File: config.mk
export PLATFORM = sky130hd
export DESIGN_NAME = crp_fifo
export DESIGN_NICKNAME = d
export VERILOG_FILES = /design/src/design/crp_pkg.sv /design/src/design/crp_fifo.sv
export SDC_FILE = /design/constraint.sdc
export NUM_CORES = 1
export LEC_CHECK = 0
export ABC_AREA = 0
export BUFFER_PORTS_ARGS = -buffer_cell sky130_fd_sc_hd__buf_2
export CORE_MARGIN = 2
export CORE_UTILIZATION = 40
export DETAILED_ROUTE_END_ITERATION = 8
export REMOVE_ABC_BUFFERS = 1
export SLEW_MARGIN = 15
export SYNTH_ARGS = -nofsm -noshare
export SYNTH_HDL_FRONTEND = slang
export SYNTH_SLANG_ARGS = --single-unit
File: constraint.sdc
create_clock -name clk_i -period 6.1 [get_ports clk_i]
set_input_delay 0.915 -clock clk_i [delete_from_list [all_inputs] [get_ports clk_i]]
set_output_delay 0.915 -clock clk_i [all_outputs]
set_load 0.01 [all_outputs]
File: src/design/crp_pkg.sv
// Shared types, constants and helper functions of the radar measurement block.
// No dependencies; every other file of the block but crp_if refers to this package.
package crp_pkg;

  localparam int CORDIC_STEPS = 24;
  localparam int SQRT_STEPS   = 32;
  localparam int DIV_STEPS    = 34;
  localparam int FIFO_DEPTH   = 4;
  // Back-end stage at which the dot product and the range meet the divider.
  localparam int DIV_T        = 38;
  // Stage index of the output register, counted from the queue head.
  localparam int LAT          = DIV_T + DIV_STEPS + 2;

  localparam int CFG_AW = 3;
  localparam logic REG_MIN_RANGE = 1'b0;

  localparam logic signed [33:0] ANG_PI      = 34'sd843314857;
  localparam logic signed [33:0] ANG_HALF_PI = 34'sd421657428;
  localparam logic signed [33:0] ANG_TWO_PI  = 34'sd1686629713;
  localparam logic signed [33:0] CORDIC_K    = 34'sd652032874;
  localparam logic signed [33:0] ONE_Q30     = 34'sd1073741824;
  localparam logic signed [31:0] ANG_MAX     = 32'sd843314857;

  typedef struct packed {
    logic signed [31:0] pos_x;
    logic signed [31:0] pos_y;
    logic signed [31:0] speed;
    logic signed [31:0] head;
    logic               flip;
    logic signed [32:0] vec_x;
    logic signed [32:0] vec_y;
    logic signed [31:0] vec_z;
  } q_entry_t;

  // Arctangent of 2^-i in Q3.28.
  function automatic logic signed [31:0] atan_q28(int unsigned i);
    logic signed [31:0] v;
    case (i)
      0: v = 32'sd210828714;
      1: v = 32'sd124459457;
      2: v = 32'sd65760959;
      3: v = 32'sd33381290;
      4: v = 32'sd16755422;
      5: v = 32'sd8385879;
      6: v = 32'sd4193963;
      7: v = 32'sd2097109;
      8: v = 32'sd1048571;
      9: v = 32'sd524287;
      default: v = (i <= 28) ? (32'sd1 <<< (28 - i)) : 32'sd0;
    endcase
    return v;
  endfunction

endpackage

File: src/design/crp_fifo.sv
// Short queue that decouples the front end from the arithmetic back end.
// Depends on crp_pkg for the entry type and depth.
module crp_fifo (
  input  logic              clk_i,
  input  logic              rst_ni,
  input  logic              push_i,
  input  crp_pkg::q_entry_t entry_i,
  output logic              full_o,
  input  logic              pop_i,
  output crp_pkg::q_entry_t head_o,
  output logic              empty_o
);

  localparam int PW = $clog2(crp_pkg::FIFO_DEPTH);

  crp_pkg::q_entry_t mem_q [crp_pkg::FIFO_DEPTH];
  logic [PW-1:0] wr_q, wr_d;
  logic [PW-1:0] rd_q, rd_d;
  logic [PW:0]   cnt_q, cnt_d;

  assign full_o  = (cnt_q == (PW+1)'(crp_pkg::FIFO_DEPTH));
  assign empty_o = (cnt_q == '0);
  assign head_o  = mem_q[rd_q];

  always_comb begin
    wr_d  = push_i ? wr_q + PW'(1) : wr_q;
    rd_d  = pop_i ? rd_q + PW'(1) : rd_q;
    cnt_d = cnt_q + (PW+1)'(push_i) - (PW+1)'(pop_i);
  end

  always_ff @(posedge clk_i or negedge rst_ni) begin
    if (!rst_ni) begin
      wr_q  <= '0;
      rd_q  <= '0;
      cnt_q <= '0;
    end else begin
      wr_q  <= wr_d;
      rd_q  <= rd_d;
      cnt_q <= cnt_d;
    end
  end

  always_ff @(posedge clk_i) begin
    if (push_i) begin
      mem_q[wr_q] <= entry_i;
    end
  end

endmodule

==> flow_summary.json, run 1 <==
{
  "cp-start-kind": "register",
  "syn_avg_cell_area_um2": 27.4,
  "die_w_um": 293,
  "synthCells": 1220,
  "ys_ff_latch": 915,
  "required_ps": 5180,
  "routabilityCongestion": 0.707,
  "fin_crit_sh_pct": 66.6,
  "powerDensity_nw_per_um2": 492,
  "worstPathMaxFanout": 72,
  "tritoncts": "built",
  "worstHoldPathType": "input pin to async pin",
  "ios": 460,
  "clockBufferDepth": 3,
  "num-nets-final": 1981,
  "ys_warn_count": 0,
  "fin_crit_ps": 4060,
  "synth.top_cell.area_share_pct": 81.7,
  "cap_violations": 0,
  "clk_pin_slew_ps": 60,
  "drc": 0,
  "status": "finished clean",
  "grt_pass1_vias": 15656,
  "fin_worst_skew_ps": 15.4,
  "worstMarginPinSlew_ps": 1070,
  "clockRootBuffer": "clkbuf_16",
  "finalHoldViolCount": 0,
  "p_leak_nw": 13.4,
  "register_area_um2": 27400,
  "cp-end-kind": "output port",
  "setup_tns_ps": 0,
  "area_delta_synth_final_pct": 19.2,
  "drtIter0Drc": 856,
  "grt_start_max_net_pins": 124,
  "core-area_um2": 82400,
  "comb_power_share_pct": 27.5,
  "fin_area_um2": 39800,
  "syn_area_um2": 33400,
  "hold_buffers": 0,
  "drt-pass1-iter-count": 4,
  "grt_overflow": 0,
  "clkPwrFrac_pct": 28.7,
  "post-cts-setup-buffers": 0,
  "die_area_um2": 85700,
  "die_h_um": 293,
  "synth_largest_area_cell": "edfxtp_1",
  "setup_violations": 0,
  "cts.sinks": 915,
  "multi_input_area_um2": 5310,
  "port_buffers": 459,
  "relSlewSlack_pct": 28.4,
  "slew_violations": 0,
  "utilization_pct": 48.3,
  "drive_gt1_share_pct": 46.6,
  "ys_types": 18,
  "postRouteAntennaNets": 0,
  "net-switching-power_mw": 5.66,
  "dp.cells": 2715,
  "p_int_mw": 13.9,
  "initial_utilization_pct": 40.5,
  "final_cells": 2898,
  "path_class": "register to output port",
  "wl_mm": 67.0,
  "rsz0062_at_grt": "false",
  "crit_arrival_ps": 3150,
  "clock_latency_ps": 630,
  "seq_area_frac_synth_pct": 82.2,
  "vias_per_cell": 5.03,
  "fillers": 6690,
  "grt_usage_pct": 15.5,
  "cts_resized": 0,
  "rows": 105,
  "post_dp_cell_area_um2": 36700,
  "seq_power_share_pct": 43.7,
  "place.detailed.hpwl_mm": 39.3,
  "yosys-top-cells-area": "edfxtp_1, mux4_2, buf_12",
  "cts_buffers": 96,
  "irDropWorstVdd_mv": 0.375,
  "antenna_found_initial": 18,
  "htreeDepth": 3,
  "switching_share_pct": 28.9,
  "fmax_ghz": 0.246,
  "grt_pass1_wl_mm": 99.5,
  "vias": 14568,
  "wl_per_cell_um": 23.1
}
==> state kept, by name (all words and copies together) (netlist names) <==
signal,cells
wr_q,2
rd_q,2
mem_q,908
cnt_q,3
==> cells in the mapped netlist <==
library cell  number
edfxtp_1         908
mux4_2           227
buf_2             23
buf_12            22
dfrtp_1            7
ha_1               6
inv_1              6
and2_1             4
buf_6              3
xnor2_1            3
clkbuf_1           2
nand2_1            2
xor2_1             2
and3_1             1
buf_4              1
fa_1               1
nor3_1             1
o21ai_0            1
==> stage by stage <==
step,setup WS [ps],hold slack [ps],power (mW)
6_report,2040,117,19.6
3_5_place_dp,2550,519,14.3
5_1_grt,1760,96.3,20.5
3_3_place_gp,2600,511,14.2
4_1_cts,1840,83.2,20.0
2_1_floorplan,-4310,491,12.5
==> critical path, cell delays in order, from the launching register on <==
cell     delay (ps)
dfrtp_4        1040
buf_12          470
mux4_2          620
buf_2           160
==> per-layer routing <==
metal,wire length (µm),up-vias,global-route usage [%]
met5,141,-,0
met4,1630,20,4.73
met3,4920,121,4.99
li1,-,6394,-
met1,26200,7614,19.0
met2,34100,419,26.3
==> final timing paths <==
path	cells past startpoint	from	to	slack, ps
max in group asynchronous	1	rst_ni	rd_q[0]	5790
worst min register to register	1	wr_q[0]	wr_q[0]	530
worst max-delay path	3	rd_q[0]	head_o[79]	2040
min in group clk_i	1	entry_i[24]	mem_q[3][24]	490
worst max register to register	4	wr_q[0]	mem_q[2][148]	3510
worst min-delay path	1	rst_ni	rd_q[1]	120
==> power by group through the flow <==
stage	clock, mW	combinational, mW	sequential [mW]
finish	5.63	5.39	8.57
floorplan	0	3.27	9.22
global route	6.05	5.81	8.67
detailed placement	0	5.59	8.72
CTS	5.80	5.61	8.59
global placement	0	5.59	8.65
==> cell families (layout without fill, tap and decap cells) <==
kind of cell             Yosys count  after routing  synth area share [%]
AO/OA/AOI/OAI                      1              1                0.0150
other                              0              9                     0
AND/OR/NAND/NOR                    8              8                 0.131
buffers and inverters             57            656                  1.88
flip-flops                       915            915                  82.2
multiplexers                     227            227                  15.3
XOR/XNOR                           5              5                 0.131
adder cells (fa/ha/maj)            7              7                 0.285
==> cell type report <==
type                    instances  share of cell area [%]
well taps                    1070                    3.37
multi-input cells             248                    13.3
diodes                          9                  0.0566
inverters                       6                  0.0566
repair buffers                476                    6.41
clock inverters                65                    1.55
flip-flops and latches        915                    69.0
clock buffers                 109                    6.21
==> cell usage in the layout (no fill, tap or decap), drive strengths merged, types with 7 or more instances in the layout <==
cell / n
dfrtp: 7
inv: 10
clkinv: 44
mux4: 227
diode: 9
bufinv: 9
edfxtp: 908
clkinvlp: 8
clkbuf: 109
buf: 476
(Power assumes the default switching activity.)
==> inputs of run 2 (changes only) <==
==> constraint.sdc (replaced) <==
create_clock -name clk_i -period 3.75 [get_ports clk_i]
set_input_delay 0.5625 -clock clk_i [delete_from_list [all_inputs] [get_ports clk_i]]
set_output_delay 0.5625 -clock clk_i [all_outputs]
set_load 0.01 [all_outputs]
==> run 2 against run 1 <==
  * Via count increased by 2.1%
  * Sequential power increased by 62%
  * Final cell count grew 0.86%
  * Power rose by 64%
  * Highest routed layer unchanged
==> flow_summary.json, run 2 (same netlist as run 1, synthesis figures left out) <==
{
  "place.detailed.hpwl_mm": 42.7,
  "powerDensity_nw_per_um2": 801,
  "worstHoldPathType": "input pin to register",
  "worstPathMaxFanout": 49,
  "fin_area_um2": 40100,
  "largest_reg_flops": 908,
  "irDropWorstVdd_mv": 0.561,
  "num-nets-final": 2007,
  "cts.sinks": 915,
  "vias": 14867,
  "die_w_um": 293,
  "net-switching-power_mw": 9.34,
  "grt_usage_pct": 15.9,
  "grt_start_max_net_pins": 62,
  "cp_slowest_stage_delay_ps": 730,
  "comb_power_share_pct": 28.4,
  "vias_per_cell": 5.09,
  "antenna_found_initial": 16,
  "drc": 0,
  "cp-start-kind": "register",
  "post_dp_cell_area_um2": 37000,
  "utilization_pct": 48.7,
  "crit_buf_inv": 2,
  "fin_worst_skew_ps": 23.2,
  "seq_power_share_pct": 43.2,
  "final_cell_mix": "edfxtp_1, buf_2, mux4_2",
  "cp_cell_sequence": "buf_12 -> mux4_2 -> buf_2",
  "clock_latency_ps": 630,
  "tritoncts": "built",
  "grt_pass1_wl_mm": 101,
  "top_regs": "mem_q: 908 flops, cnt_q: 3 flops",
  "layout_commonest_cell": "edfxtp_1",
  "wl_mm": 68.2,
  "htreeDepth": 3,
  "initial_utilization_pct": 40.5,
  "cts_buffers": 98,
  "rsz0062_at_grt": "false",
  "finalHoldViolCount": 0,
  "slowest_stage": "dfrtp_4",
  "fin_crit_sh_pct": 85.0,
  "drt-pass1-iter-count": 4,
  "path_class": "register to output port",
  "die_area_um2": 85700,
  "relSlewSlack_pct": 50.6,
  "totalPowerFinal_mw": 32.1,
  "setup_violations": 0,
  "wl_per_cell_um": 23.3,
  "path_delay_family": "flip-flops",
  "port_buffers": 459,
  "slew_violations": 0,
  "clockBufferDepth": 3,
  "crit_arrival_ps": 2630,
  "ios": 460,
  "fmax_ghz": 0.314,
  "clk_pin_slew_ps": 60,
  "grt_pass1_vias": 15900,
  "drtIter0Drc": 761,
  "postRouteAntennaNets": 0,
  "post-cts-setup-buffers": 0,
  "cp-end-kind": "output port",
  "largest-register": "mem_q",
  "area_delta_synth_final_pct": 20.1,
  "hold_slack_ps": 132,
  "die_h_um": 293,
  "routabilityCongestion": 0.729,
  "p_leak_nw": 13.6,
  "drive_gt1_share_pct": 47.0,
  "required_ps": 3190,
  "switching_share_pct": 29.1,
  "worstMarginPinSlew_ps": 742,
  "multi_input_area_um2": 5310,
  "clockRootBuffer": "clkbuf_16",
  "p_int_mw": 22.8,
  "core-area_um2": 82400,
  "setup_tns_ps": 0,
  "grt_overflow": 0,
  "rows": 105,
  "register_area_um2": 27400,
  "status": "finished clean",
  "cap_violations": 0,
  "fillers": 6613,
  "fin_crit_ps": 3190,
  "clkPwrFrac_pct": 28.4
}
run 2: cell count changes in the layout (fill, tap and decap cells not counted), moves of 2 or more:
cell / before / now
clkinv_1: 24 / 22
buf_12: 10 / 23
clkinv_2: 17 / 19
bufinv_16: 9 / 7
buf_4: 7 / 17
clkbuf_1: 12 / 18
inv_6: 2 / 5
clkinvlp_4: 8 / 1
run 2: layout make-up:
type / instances / share of cell area [%]
clock inverter: 60 / 1.33
sequential: 915 / 68.5
clock buffer: 116 / 6.29
multi-input combinational: 248 / 13.2
tap: 1070 / 3.34
inverter: 6 / 0.0562
timing repair buffer: 500 / 7.22
antenna: 8 / 0.0499
run 2: repair_timing:
item                                   CTS  global route
endpoints found under the hold margin    7             0
hold buffers                             1             0
resized for setup                        0             0
run 2: routing by layer:
metal | vias to the layer above | part of all wire, % | GRT usage [%]
met3 | 132 | 7.6 | 5.08
li1 | 6448 | - | -
met1 | 7847 | 39 | 19.8
met2 | 418 | 50 | 26.3
met4 | 22 | 2.8 | 5.17
met5 | - | 0.18 | 0
run 2: metrics by stage:
| stage | setup slack, ps | instances |
|---|---|---|
| final | 561 | 2923 |
| after global routing | 354 | 2919 |
| after CTS | 415 | 2915 |
| after detailed placement | 1130 | 2738 |
| after global placement | 1130 | 2738 |
| after floorplan | -6310 | 1169 |
run 2: power groups by stage:
stage | Clock, mW | Combinational, mW | Sequential, mW
floorplan | 0 | 4.19 | 14.8
global placement | 0 | 9.44 | 14.0
detailed placement | 0 | 9.44 | 14.1
CTS | 9.37 | 9.46 | 13.9
global route | 9.74 | 9.84 | 14.0
finish | 9.11 | 9.13 | 13.9
run 2: worst paths after layout:
kind | from | end | slack [ps] | depth (start not counted)
max reg2reg | wr_q[0] | mem_q[2][88] | 1670 | 4
max | rd_q[0] | head_o[201] | 560 | 3
min reg2reg | wr_q[0] | wr_q[0] | 540 | 1
max in group asynchronous | rst_ni | rd_q[0] | 3260 | 2
min in group asynchronous | rst_ni | rd_q[1] | 310 | 2
min | pop_i | rd_q[0] | 130 | 2
