--- config.mk ---
export PLATFORM = sky130hd
export DESIGN_NAME = crp_front_flat
export DESIGN_NICKNAME = d
export VERILOG_FILES = /design/src/design/crp_pkg.sv /design/src/design/crp_if.sv /design/src/design/crp_front.sv /design/src/flat_wrapper.sv
export SDC_FILE = /design/constraint.sdc
export NUM_CORES = 1
export LEC_CHECK = 0
export BUFFER_PORTS_ARGS = -buffer_cell sky130_fd_sc_hd__buf_2
export CAP_MARGIN = 15
export CORE_AREA = 8 8 134 136
export DETAILED_ROUTE_END_ITERATION = 8
export DIE_AREA = 0 0 142 144
export PLACE_DENSITY = 0.78
export RECOVER_POWER = 25
export SYNTH_ARGS = -nofsm -noshare
export SYNTH_HDL_FRONTEND = slang
export SYNTH_SLANG_ARGS = --single-unit
export TNS_END_PERCENT = 20
--- constraint.sdc ---
create_clock -name vclk -period 4.3
set_input_delay 0.215 -clock vclk [all_inputs]
set_output_delay 0.215 -clock vclk [all_outputs]
set_load 0.03 [all_outputs]
--- src/design/crp_pkg.sv ---
// Shared types, constants and helper functions of the radar measurement block.
// No dependencies; every other file of the block but crp_if refers to this package.
package crp_pkg;

  localparam int CORDIC_STEPS = 24;
  localparam int SQRT_STEPS   = 32;
  localparam int DIV_STEPS    = 34;
  localparam int FIFO_DEPTH   = 4;
  // Back-end stage at which the dot product and the range meet the divider.
  localparam int DIV_T        = 38;
  // Stage index of the output register, counted from the queue head.
  localparam int LAT          = DIV_T + DIV_STEPS + 2;

  localparam int CFG_AW = 3;
  localparam logic REG_MIN_RANGE = 1'b0;

  localparam logic signed [33:0] ANG_PI      = 34'sd843314857;
  localparam logic signed [33:0] ANG_HALF_PI = 34'sd421657428;
  localparam logic signed [33:0] ANG_TWO_PI  = 34'sd1686629713;
  localparam logic signed [33:0] CORDIC_K    = 34'sd652032874;
  localparam logic signed [33:0] ONE_Q30     = 34'sd1073741824;
  localparam logic signed [31:0] ANG_MAX     = 32'sd843314857;

  typedef struct packed {
    logic signed [31:0] pos_x;
    logic signed [31:0] pos_y;
    logic signed [31:0] speed;
    logic signed [31:0] head;
    logic               flip;
    logic signed [32:0] vec_x;
    logic signed [32:0] vec_y;
    logic signed [31:0] vec_z;
  } q_entry_t;

  // Arctangent of 2^-i in Q3.28.
  function automatic logic signed [31:0] atan_q28(int unsigned i);
    logic signed [31:0] v;
    case (i)
      0: v = 32'sd210828714;
      1: v = 32'sd124459457;
      2: v = 32'sd65760959;
      3: v = 32'sd33381290;
      4: v = 32'sd16755422;
      5: v = 32'sd8385879;
      6: v = 32'sd4193963;
      7: v = 32'sd2097109;
      8: v = 32'sd1048571;
      9: v = 32'sd524287;
      default: v = (i <= 28) ? (32'sd1 <<< (28 - i)) : 32'sd0;
    endcase
    return v;
  endfunction

endpackage

--- src/design/crp_if.sv ---
// Stream channel interfaces of the radar measurement block: input items and results.
// Depends on nothing; the top level and its submodules use the modports.
interface crp_in_if;
  logic               valid;
  logic               ready;
  logic signed [31:0] pos_x;
  logic signed [31:0] pos_y;
  logic signed [31:0] speed;
  logic signed [31:0] heading;
  modport source (output valid, pos_x, pos_y, speed, heading, input ready);
  modport sink (input valid, pos_x, pos_y, speed, heading, output ready);
endinterface


--- src/design/crp_front.sv ---
// Front end: accepts input beats, wraps and folds the heading, sets up the vectoring start.
// Depends on crp_pkg and crp_in_if; writes into the queue.
module crp_front (
  crp_in_if.sink           in_i,
  input  logic             full_i,
  output logic             push_o,
  output crp_pkg::q_entry_t entry_o
);

  logic signed [33:0] h_w;
  logic signed [33:0] h_f;
  logic               flip;
  logic signed [32:0] px;
  logic signed [32:0] py;

  assign in_i.ready = !full_i;
  assign push_o     = in_i.valid && !full_i;

  always_comb begin
    h_w = $signed({{2{in_i.heading[31]}}, in_i.heading});
    if (h_w > crp_pkg::ANG_PI) begin
      h_w = h_w - crp_pkg::ANG_TWO_PI;
    end else if (h_w < -crp_pkg::ANG_PI) begin
      h_w = h_w + crp_pkg::ANG_TWO_PI;
    end
    flip = 1'b0;
    h_f  = h_w;
    if (h_w > crp_pkg::ANG_HALF_PI) begin
      h_f  = h_w - crp_pkg::ANG_PI;
      flip = 1'b1;
    end else if (h_w < -crp_pkg::ANG_HALF_PI) begin
      h_f  = h_w + crp_pkg::ANG_PI;
      flip = 1'b1;
    end
  end

  always_comb begin
    px = $signed({in_i.pos_x[31], in_i.pos_x});
    py = $signed({in_i.pos_y[31], in_i.pos_y});
    entry_o.pos_x = in_i.pos_x;
    entry_o.pos_y = in_i.pos_y;
    entry_o.speed = in_i.speed;
    entry_o.head  = h_f[31:0];
    entry_o.flip  = flip;
    // Points in the left half plane get a quarter turn first.
    if (px[32]) begin
      if (!py[32]) begin
        entry_o.vec_x = py;
        entry_o.vec_y = -px;
        entry_o.vec_z = crp_pkg::ANG_HALF_PI[31:0];
      end else begin
        entry_o.vec_x = -py;
        entry_o.vec_y = px;
        entry_o.vec_z = -$signed(crp_pkg::ANG_HALF_PI[31:0]);
      end
    end else begin
      entry_o.vec_x = px;
      entry_o.vec_y = py;
      entry_o.vec_z = '0;
    end
  end

endmodule

--- src/flat_wrapper.sv ---
// flat-port wrapper written by rule: the top's interface ports become plain ports
module crp_front_flat 
  (full_i, push_o, entry_o, in_i_valid, in_i_pos_x, in_i_pos_y, in_i_speed, in_i_heading, in_i_ready);
  crp_in_if in_i_i ();
  input  logic full_i;
  output logic push_o;
  output crp_pkg::q_entry_t entry_o;
  input wire logic [$bits(in_i_i.valid)-1:0] in_i_valid;
  input wire logic [$bits(in_i_i.pos_x)-1:0] in_i_pos_x;
  input wire logic [$bits(in_i_i.pos_y)-1:0] in_i_pos_y;
  input wire logic [$bits(in_i_i.speed)-1:0] in_i_speed;
  input wire logic [$bits(in_i_i.heading)-1:0] in_i_heading;
  output wire logic [$bits(in_i_i.ready)-1:0] in_i_ready;
  assign in_i_i.valid = in_i_valid;
  assign in_i_i.pos_x = in_i_pos_x;
  assign in_i_i.pos_y = in_i_pos_y;
  assign in_i_i.speed = in_i_speed;
  assign in_i_i.heading = in_i_heading;
  assign in_i_ready = in_i_i.ready;
  crp_front u_core (.in_i(in_i_i), .full_i(full_i), .push_o(push_o), .entry_o(entry_o));
endmodule
==> reports/results.ini, run 1 <==
[pwr]
clkPwrFrac_pct=0
p_comb_share_pct=100.0
p_leak_nw=4.07
p_total_mw=1.99
power_switching_mw=1.21
power.internal_uw=776
power_density_mw_per_mm2=222
peakVddDrop_mv=0.121
pwr-share-seq_pct=0
p_sw_share_pct=61.0

[critical_path]
crit_path_end_kind=primary output
slowest_stage=or4_4
crit_chain=buf_2 -> inv_2 -> ha_4 -> nand2b_4 -> a311o_1 -> o2111a_2 -> o21a_4 -> buf_12 -> a22oi_2 -> xnor2_2 -> or4_4 -> nor4_4 -> a41o_1 -> a21oi_1 -> buf_4 -> buf_6 -> inv_2 -> a2bb2oi_1 -> xnor2_1 -> buf_2
cp_max_fo=10
critPathRequiredTime_ns=4.09
start_kind=input pin
cp_data_arrival_time_ns=4.15
cp.buffers_inverters=7
crit_family=compound AO/OA/AOI/OAI gates
slowest_delay_ns=0.57
path_class=in2out
startpoint=in_i_heading[1]

[synthesis]
ys_top_cells_by_area=buf_4 (16%), xnor2_1 (9.9%), nor2_1 (7.8%)
yosysUniqueCellTypes=87
yosys.cell_count.top_type=buf_4
ys_seq_area_share_pct=0
synth_warnings=0
synth_top_cell_by_area=buf_4
netlist_area_mm2=0.00610
netlist.area_leader.share_pct=16.0
synthCells=955
synth_common_cells=buf_4 (130), nor2_1 (126), a21oi_1 (90)
avgSynthCellArea_um2=6.39

[routing]
viasPerCell=5.48
drc_errors=0
drt_first_pass_iters=7
drtAntennaViolNets=0
drt-total-wl_um=28700
drt-initial-drc-count=436
wire_per_inst_um=19.2
vias=8211

[timing]
finalSetupTns_ns=-0.190
timing.final.ws_setup_ns=-0.0651
tightest_slew_ns=0.868
relSlewSlack_pct=42.1
grt_setup_unrepaired=true
fmax_ghz=0.229
final-max-slew-violation-count=0
worst_hold_slack_ns=0.430
finalSetupViolations=5
period_share_pct=102
period_needed_ns=4.37
finalHoldViolCount=0

[floorplanning]
die_h_um=144
io_pins=359
fp.coreArea_mm2=0.0161
dieArea_mm2=0.0204
dieWidth_um=142
start_util_pct=38.0
fp-row-count=47

[hold_path]
hold_class=in2out
min-delay-start=in_i_speed[0]

[layout]
drive_gt1_share_pct=46.0
design.seq.count=0
final-seq-area_um2=0
synthToLayoutAreaGrowth_pct=46.7
nNetsFinal=1413
fin_util_pct=55.8
clockBufferCount=0

[global_route]
antenna_found_initial=2
grt_pass1_wl_um=41700
grt_pass1_vias=8008
grt_usage_pct=24.8
overflow=0
grt_start_max_net_pins=76

[clock_network]
cts.hold.buffers_added=0

[job]
drv_cap=0

[place]
port_buffers=292
post-dp-hpwl_um=23400
gp_congestion=0.965

[run_status]
outcome=finished, violations left
failed_checks=negative setup slack

==> metrics by stage <==
| stage | worst slack, ns | std cells | area (um2) |
|---|---|---|---|
| after floorplan | -0.153 | 957 | 6120 |
| after global placement | -0.189 | 1473 | 8090 |
| after detailed placement | -0.203 | 1473 | 8090 |
| after CTS | 0.0000551 | 1479 | 8280 |
| after global routing | -0.205 | 1497 | 8950 |
| final | -0.0651 | 1497 | 8950 |
==> cell type report <==
class / instances / area (um2)
multi-input combinational: 751 / 5380
inverter: 22 / 85.1
antenna: 2 / 5.00
tap: 220 / 275
timing repair buffer: 502 / 3210
fill: 1539 / 7100
==> metal layers <==
layer	GRT usage [%]	routed length, um	vias up
met3	3.63	1950	76
met2	46.3	14600	354
met1	27.5	10900	3822
li1	-	-	3959
met5	0	0	-
met4	10.6	1190	0
==> power groups by stage <==
| stage | Sequential, mW | Clock, mW | Combinational, mW |
|---|---|---|---|
| floorplan | 0 | 0 | 1.19 |
| global placement | 0 | 0 | 1.77 |
| detailed placement | 0 | 0 | 1.78 |
| CTS | 0 | 0 | 1.82 |
| global route | 0 | 0.0000000622 | 2.10 |
| finish | 0 | 0.0000000622 | 1.99 |
==> layout by cell type, fill, tap and decap left out, drive strengths merged, types with 9 or more instances in the layout <==
master | synthesis | routed
a21oi | 90 | 90
a31oi | 15 | 15
buf | 154 | 477
clkbuf | 30 | 25
inv | 22 | 22
nand2 | 61 | 61
nand3 | 15 | 15
nor2 | 126 | 126
nor2b | 10 | 10
nor3 | 24 | 24
nor4 | 16 | 16
o211ai | 11 | 11
o21a | 10 | 10
o21ai | 36 | 36
o22ai | 12 | 12
o31ai | 14 | 14
or4 | 9 | 9
xnor2 | 70 | 70
xor2 | 49 | 49
==> logic make-up after synthesis <==
kind of cell / Yosys count / share of synthesized area [%]
AOI/OAI and AO/OA: 279 / 31.1
muxes: 11 / 1.89
xor gates and xnor gates: 119 / 17.2
other: 1 / 0.0615
adders and majority gates: 6 / 1.23
and+or+nand+nor: 333 / 27.3
buffers and inverters: 206 / 21.2
==> final timing paths <==
kind           end  slack [ns]  depth (start not counted)
min   entry_o[131]        0.43                          0
max   entry_o[124]       -0.07                         20
==> timing repair <==
| action | in CTS | in global routing |
|---|---|---|
| pin swaps | 8 | 47 |
| cloned | 0 | 1 |
| buffers inserted | 6 | 16 |
| resized for setup | 30 | 133 |
| endpoints found under the setup margin | 31 | 32 |
No activity file was read; power rests on OpenSTA's default activity.
==> run 2: changes to the inputs <==
--- a/config.mk
+++ b/config.mk
@@ -12,6 +12,7 @@
 export DIE_AREA = 0 0 142 144
 export PLACE_DENSITY = 0.78
 export RECOVER_POWER = 25
+export SKIP_LAST_GASP = 1
 export SYNTH_ARGS = -nofsm -noshare
 export SYNTH_HDL_FRONTEND = slang
 export SYNTH_SLANG_ARGS = --single-unit
==> constraint.sdc (replaced) <==
create_clock -name vclk -period 4.1
set_input_delay 0.205 -clock vclk [all_inputs]
set_output_delay 0.205 -clock vclk [all_outputs]
set_load 0.03 [all_outputs]
==> reports/results.ini, run 2 (same netlist as run 1, synthesis figures left out) <==
[place]
port_buffers=292  ; unchanged
post-dp-hpwl_um=25900  ; +11%
pre_cts_slack_ns=-0.675  ; -0.473 ns
gp_congestion=1.02  ; +5.9%
place_area_mm2=0.00850  ; +5.0%

[layout]
stdcell_area_mm2=0.00938  ; +4.8%
final-seq-area_um2=0  ; unchanged
final_cell_mix=buf_2 (255), buf_4 (221), nor2_1 (126)
nNetsFinal=1439  ; +1.8%
synthToLayoutAreaGrowth_pct=53.8
design.seq.count=0  ; unchanged
layout.cells.most_common=buf_2
clockBufferCount=0  ; unchanged
drive_gt1_share_pct=48.9  ; +2.8 points
fill_cells=1542  ; +0.19%

[clock_network]
cts.hold.buffers_added=0  ; unchanged

[global_route]
grt_pass1_vias=8275  ; +3.3%
overflow=0  ; unchanged
grt_start_max_net_pins=90  ; +18%
grt_pass1_wl_um=46700  ; +12%
grt_usage_pct=28.7  ; +3.9 points
antenna_found_initial=4  ; +2

[timing]
timing.final.ws_setup_ns=-0.217  ; -0.152 ns
worst_hold_slack_ns=0.410  ; -0.0200 ns
fmax_ghz=0.232
finalSetupTns_ns=-3.12  ; -2.93 ns
finalSetupViolations=27  ; +22
grt_setup_unrepaired=true
finalHoldViolCount=0  ; unchanged
period_needed_ns=4.32
relSlewSlack_pct=38.5  ; -3.6 points
period_share_pct=105
tightest_slew_ns=0.920  ; +0.0523 ns
final-max-slew-violation-count=0  ; unchanged

[job]
drv_cap=0  ; unchanged

[critical_path]
crit_family=compound AO/OA/AOI/OAI gates
cp_max_fo=5  ; -5
crit_chain=buf_8 -> inv_6 -> ha_4 -> nand2b_4 -> a311o_1 -> o2111a_2 -> buf_6 -> o21ai_4 -> buf_6 -> a2bb2oi_4 -> xor2_2 -> or4_4 -> nor4_4 -> a41o_1 -> a21oi_4 -> buf_4 -> a221o_1 -> a221oi_4 -> buf_6
cp.depth=19  ; -5.0%
slowest_delay_ns=0.55  ; -0.02 ns
slowest_stage=or4_4
cp.buffers_inverters=6  ; -1
crit_path_end=entry_o[107]
path_class=in2out
crit_top_cell=buf_6
critPathRequiredTime_ns=3.89  ; -0.20 ns
cp_data_arrival_time_ns=4.11  ; -0.04 ns
startpoint=in_i_heading[1]
start_kind=input pin
crit_path_end_kind=primary output

[floorplanning]
start_util_pct=38.0  ; unchanged
fp.coreArea_mm2=0.0161  ; unchanged
io_pins=359  ; unchanged
fp-row-count=47  ; unchanged
dieArea_mm2=0.0204  ; unchanged
die_h_um=144  ; unchanged
dieWidth_um=142  ; unchanged

[routing]
drc_errors=0  ; unchanged
drt-total-wl_um=31600  ; +10%
viasPerCell=5.63  ; +2.7%
wire_per_inst_um=20.8  ; +8.4%
vias=8581  ; +4.5%
drt-initial-drc-count=620  ; +42%
drt_first_pass_iters=6  ; -1
drtAntennaViolNets=0  ; unchanged

[run_status]
failed_checks=negative setup slack
outcome=finished, violations left

[pwr]
peakVddDrop_mv=0.143  ; +18%
power_density_mw_per_mm2=238  ; +7.4%
p_leak_nw=4.32  ; +6.1%

[hold_path]
hold_class=in2out

[run 2: cell type report]
class,count,area (um2),share of cell area (%)
inverters,22,103,1.09
well taps,220,275,2.93
diodes,2,5.00,0.0534
repair buffers,527,3420,36.5
multi-input cells,751,5560,59.3
repair inverters,1,16.3,0.173
[run 2: worst min path at each step]
stage | slack [ns] | cells after the start | startpoint | endpoint
after CTS | 0.41 | 0 | in_i_speed[6] | entry_o[137]
final | 0.41 | 0 | in_i_speed[4] | entry_o[135]
after global routing | 0.41 | 0 | in_i_speed[8] | entry_o[139]
after detailed placement | 0.41 | 0 | in_i_speed[6] | entry_o[137]
after floorplan | 0.52 | 1 | full_i | push_o
after global placement | 0.41 | 0 | in_i_speed[6] | entry_o[137]
[run 2: power by group]
part           leakage, nW  internal, mW    total (mW)  switching, mW
combinational         4.32         0.884          2.24           1.35
sequential               0             0             0              0
clock            0.0000127  0.0000000653  0.0000000654              0
total                 4.32         0.884          2.24           1.35
[run 2: repair_timing]
item	in CTS	in global routing
resized for setup	98	60
setup buffers	24	7
gates cloned	2	1
endpoints found under the setup margin	33	33
pin swaps	44	27
[run 2: routing by layer]
metal / vias to the layer above / track usage, % / wire (um)
li1: 4004 / - / -
met1: 4018 / 33.9 / 12400
met2: 469 / 49.8 / 15000
met3: 86 / 5.81 / 2870
met4: 4 / 11.6 / 1300
met5: - / 0 / 23
[run 2: per-stage QoR]
| step | std cells | util (%) | total power [mW] |
|---|---|---|---|
| 5_1_grt | 1523 | 58.4 | 2.35 |
| 3_3_place_gp | 1489 | 52.9 | 1.97 |
| 3_5_place_dp | 1489 | 52.9 | 1.98 |
| 6_report | 1523 | 58.4 | 2.24 |
| 2_1_floorplan | 957 | - | 1.33 |
| 4_1_cts | 1514 | 56.5 | 2.13 |
==> run 3: changes to the inputs <==
--- a/config.mk
+++ b/config.mk
@@ -6,11 +6,10 @@
 export NUM_CORES = 1
 export LEC_CHECK = 0
 export BUFFER_PORTS_ARGS = -buffer_cell sky130_fd_sc_hd__buf_2
-export CAP_MARGIN = 15
-export CORE_AREA = 8 8 134 136
+export CORE_AREA = 2 2 140 142
 export DETAILED_ROUTE_END_ITERATION = 8
 export DIE_AREA = 0 0 142 144
-export PLACE_DENSITY = 0.78
+export PLACE_DENSITY = 0.68
 export RECOVER_POWER = 25
 export SKIP_LAST_GASP = 1
 export SYNTH_ARGS = -nofsm -noshare
==> reports/results.ini, run 3 (same netlist as run 1, synthesis figures left out) <==
[run_status]
outcome=finished, violations left
failed_checks=negative setup slack

[pwr]
peakVddDrop_mv=0.120  ; -16%
p_total_mw=2.22  ; -0.74%
power_density_mw_per_mm2=231  ; -3.3%
p_leak_nw=4.37  ; +1.2%

[critical_path]
cp_data_arrival_time_ns=4.02  ; -0.09 ns
crit_top_cell=buf_4
slowest_stage=a221o_1
crit_path_end_kind=primary output
slowest_delay_ns=0.38  ; -0.17 ns
crit_family=compound AO/OA/AOI/OAI gates
cp_max_fo=8  ; +3
start_kind=input pin
cp.buffers_inverters=8  ; +2
critPathRequiredTime_ns=3.89  ; about the same
path_class=in2out
crit_chain=buf_2 -> buf_4 -> a311oi_2 -> buf_4 -> o221ai_4 -> or2_4 -> buf_4 -> buf_4 -> o22ai_1 -> xnor2_2 -> buf_4 -> nand4b_1 -> nor4_4 -> a21oi_2 -> buf_6 -> a221o_1 -> a221oi_4 -> buf_6

[timing]
fmax_ghz=0.237  ; +2.3%
finalHoldViolCount=0  ; unchanged
period_needed_ns=4.22  ; -0.0963 ns
tightest_slew_ns=0.816  ; -0.104 ns
worst_hold_slack_ns=0.410  ; +0.00000100 ns
finalSetupTns_ns=-1.73  ; +1.39 ns
relSlewSlack_pct=45.5  ; +7.0 points
timing.final.ws_setup_ns=-0.120  ; +0.0963 ns
period_share_pct=103  ; -2.3 points
grt_setup_unrepaired=true
finalSetupViolations=29  ; +7.4%
final-max-slew-violation-count=0  ; unchanged

[routing]
drtAntennaViolNets=0  ; unchanged
drt-initial-drc-count=543  ; -12%
vias=8453  ; -1.5%
viasPerCell=5.46  ; -3.1%
drt-total-wl_um=29300  ; -7.5%
drc_errors=0  ; unchanged
wire_per_inst_um=18.9  ; -9.0%
drt_first_pass_iters=5  ; -1

[job]
drv_cap=0  ; unchanged

[layout]
multi_input_area_mm2=0.00571  ; +2.7%
nNetsFinal=1447  ; +0.56%
stdcell_area_mm2=0.00963  ; +2.6%
synthToLayoutAreaGrowth_pct=57.8
fin_util_pct=50.5  ; -8.0 points
layout.cells.most_common=buf_2
fill_cells=1884  ; +22%
design.seq.count=0  ; unchanged
drive_gt1_share_pct=51.0  ; +2.1 points
final-seq-area_um2=0  ; unchanged
final_cell_mix=buf_2 (252), buf_4 (231), nor2_1 (125)
clockBufferCount=0  ; unchanged

[floorplanning]
fp.coreArea_mm2=0.0191  ; +19%
dieArea_mm2=0.0204  ; unchanged
die_h_um=144  ; unchanged
start_util_pct=32.0  ; -6.0 points
fp-row-count=51  ; +8.5%
dieWidth_um=142  ; unchanged
io_pins=359  ; unchanged

[hold_path]
hold_class=in2out

[global_route]
grt_usage_pct=26.1  ; -2.6 points
overflow=0  ; unchanged
grt_pass1_wl_um=42500  ; -9.0%
grt_start_max_net_pins=80  ; -11%
grt_pass1_vias=7720  ; -6.7%
antenna_found_initial=2  ; -2

[clock_network]
cts.hold.buffers_added=0  ; unchanged

[place]
place_area_mm2=0.00860  ; +1.3%
gp_congestion=0.961  ; -5.9%
port_buffers=292  ; unchanged
post-dp-hpwl_um=23800  ; -8.4%

## run 3: changes by cell type in the layout (fill, tap and decap cells not counted), moves of 5 or more
cell | previous run | this run
buf_4 | 221 | 231
xnor2_2 | 28 | 23
xnor2_1 | 41 | 46
a21oi_1 | 87 | 82
a21oi_2 | 2 | 8
## run 3: path summary, 6_finish.rpt
check,slack [ns],endpoint,startpoint,cells past startpoint
worst min-delay path,0.41,entry_o[135],in_i_speed[4],0
worst max-delay path,-0.12,entry_o[107],in_i_heading[25],18
## run 3: area by class of cell
class                           instances  share of cell area [%]
Inverter                               22                   0.936
Timing Repair Buffer                  536                    36.6
Antenna cell                            2                  0.0520
Tap cell                              238                    3.09
Multi-Input combinational cell        751                    59.3
## run 3: routing by layer
metal / GRT usage [%] / part of all wire [%] / up-vias
li1: - / - / 4030
met1: 32.5 / 40 / 3980
met2: 47.1 / 50 / 388
met3: 3.84 / 8.2 / 55
met4: 6.89 / 2.5 / 0
met5: 0 / 0 / -
## run 3: stage by stage
step / setup slack [ns] / std cells
floorplan: -0.00328 / 957
global placement: -0.360 / 1515
detailed placement: -0.381 / 1515
CTS: -0.120 / 1526
global route: -0.300 / 1549
finish: -0.120 / 1549
## run 3: power by group
part	switching, mW	internal [mW]
Combinational	1.32	0.899
Clock	0	0.0000000654
Sequential	0	0
## run 3: timing repair
action | in CTS | in global routing
setup endpoints to repair | 33 | 33
buffers inserted | 11 | 23
gates resized for setup | 71 | 114
endpoints found under the hold margin | 0 | 0
pin swaps | 38 | 59
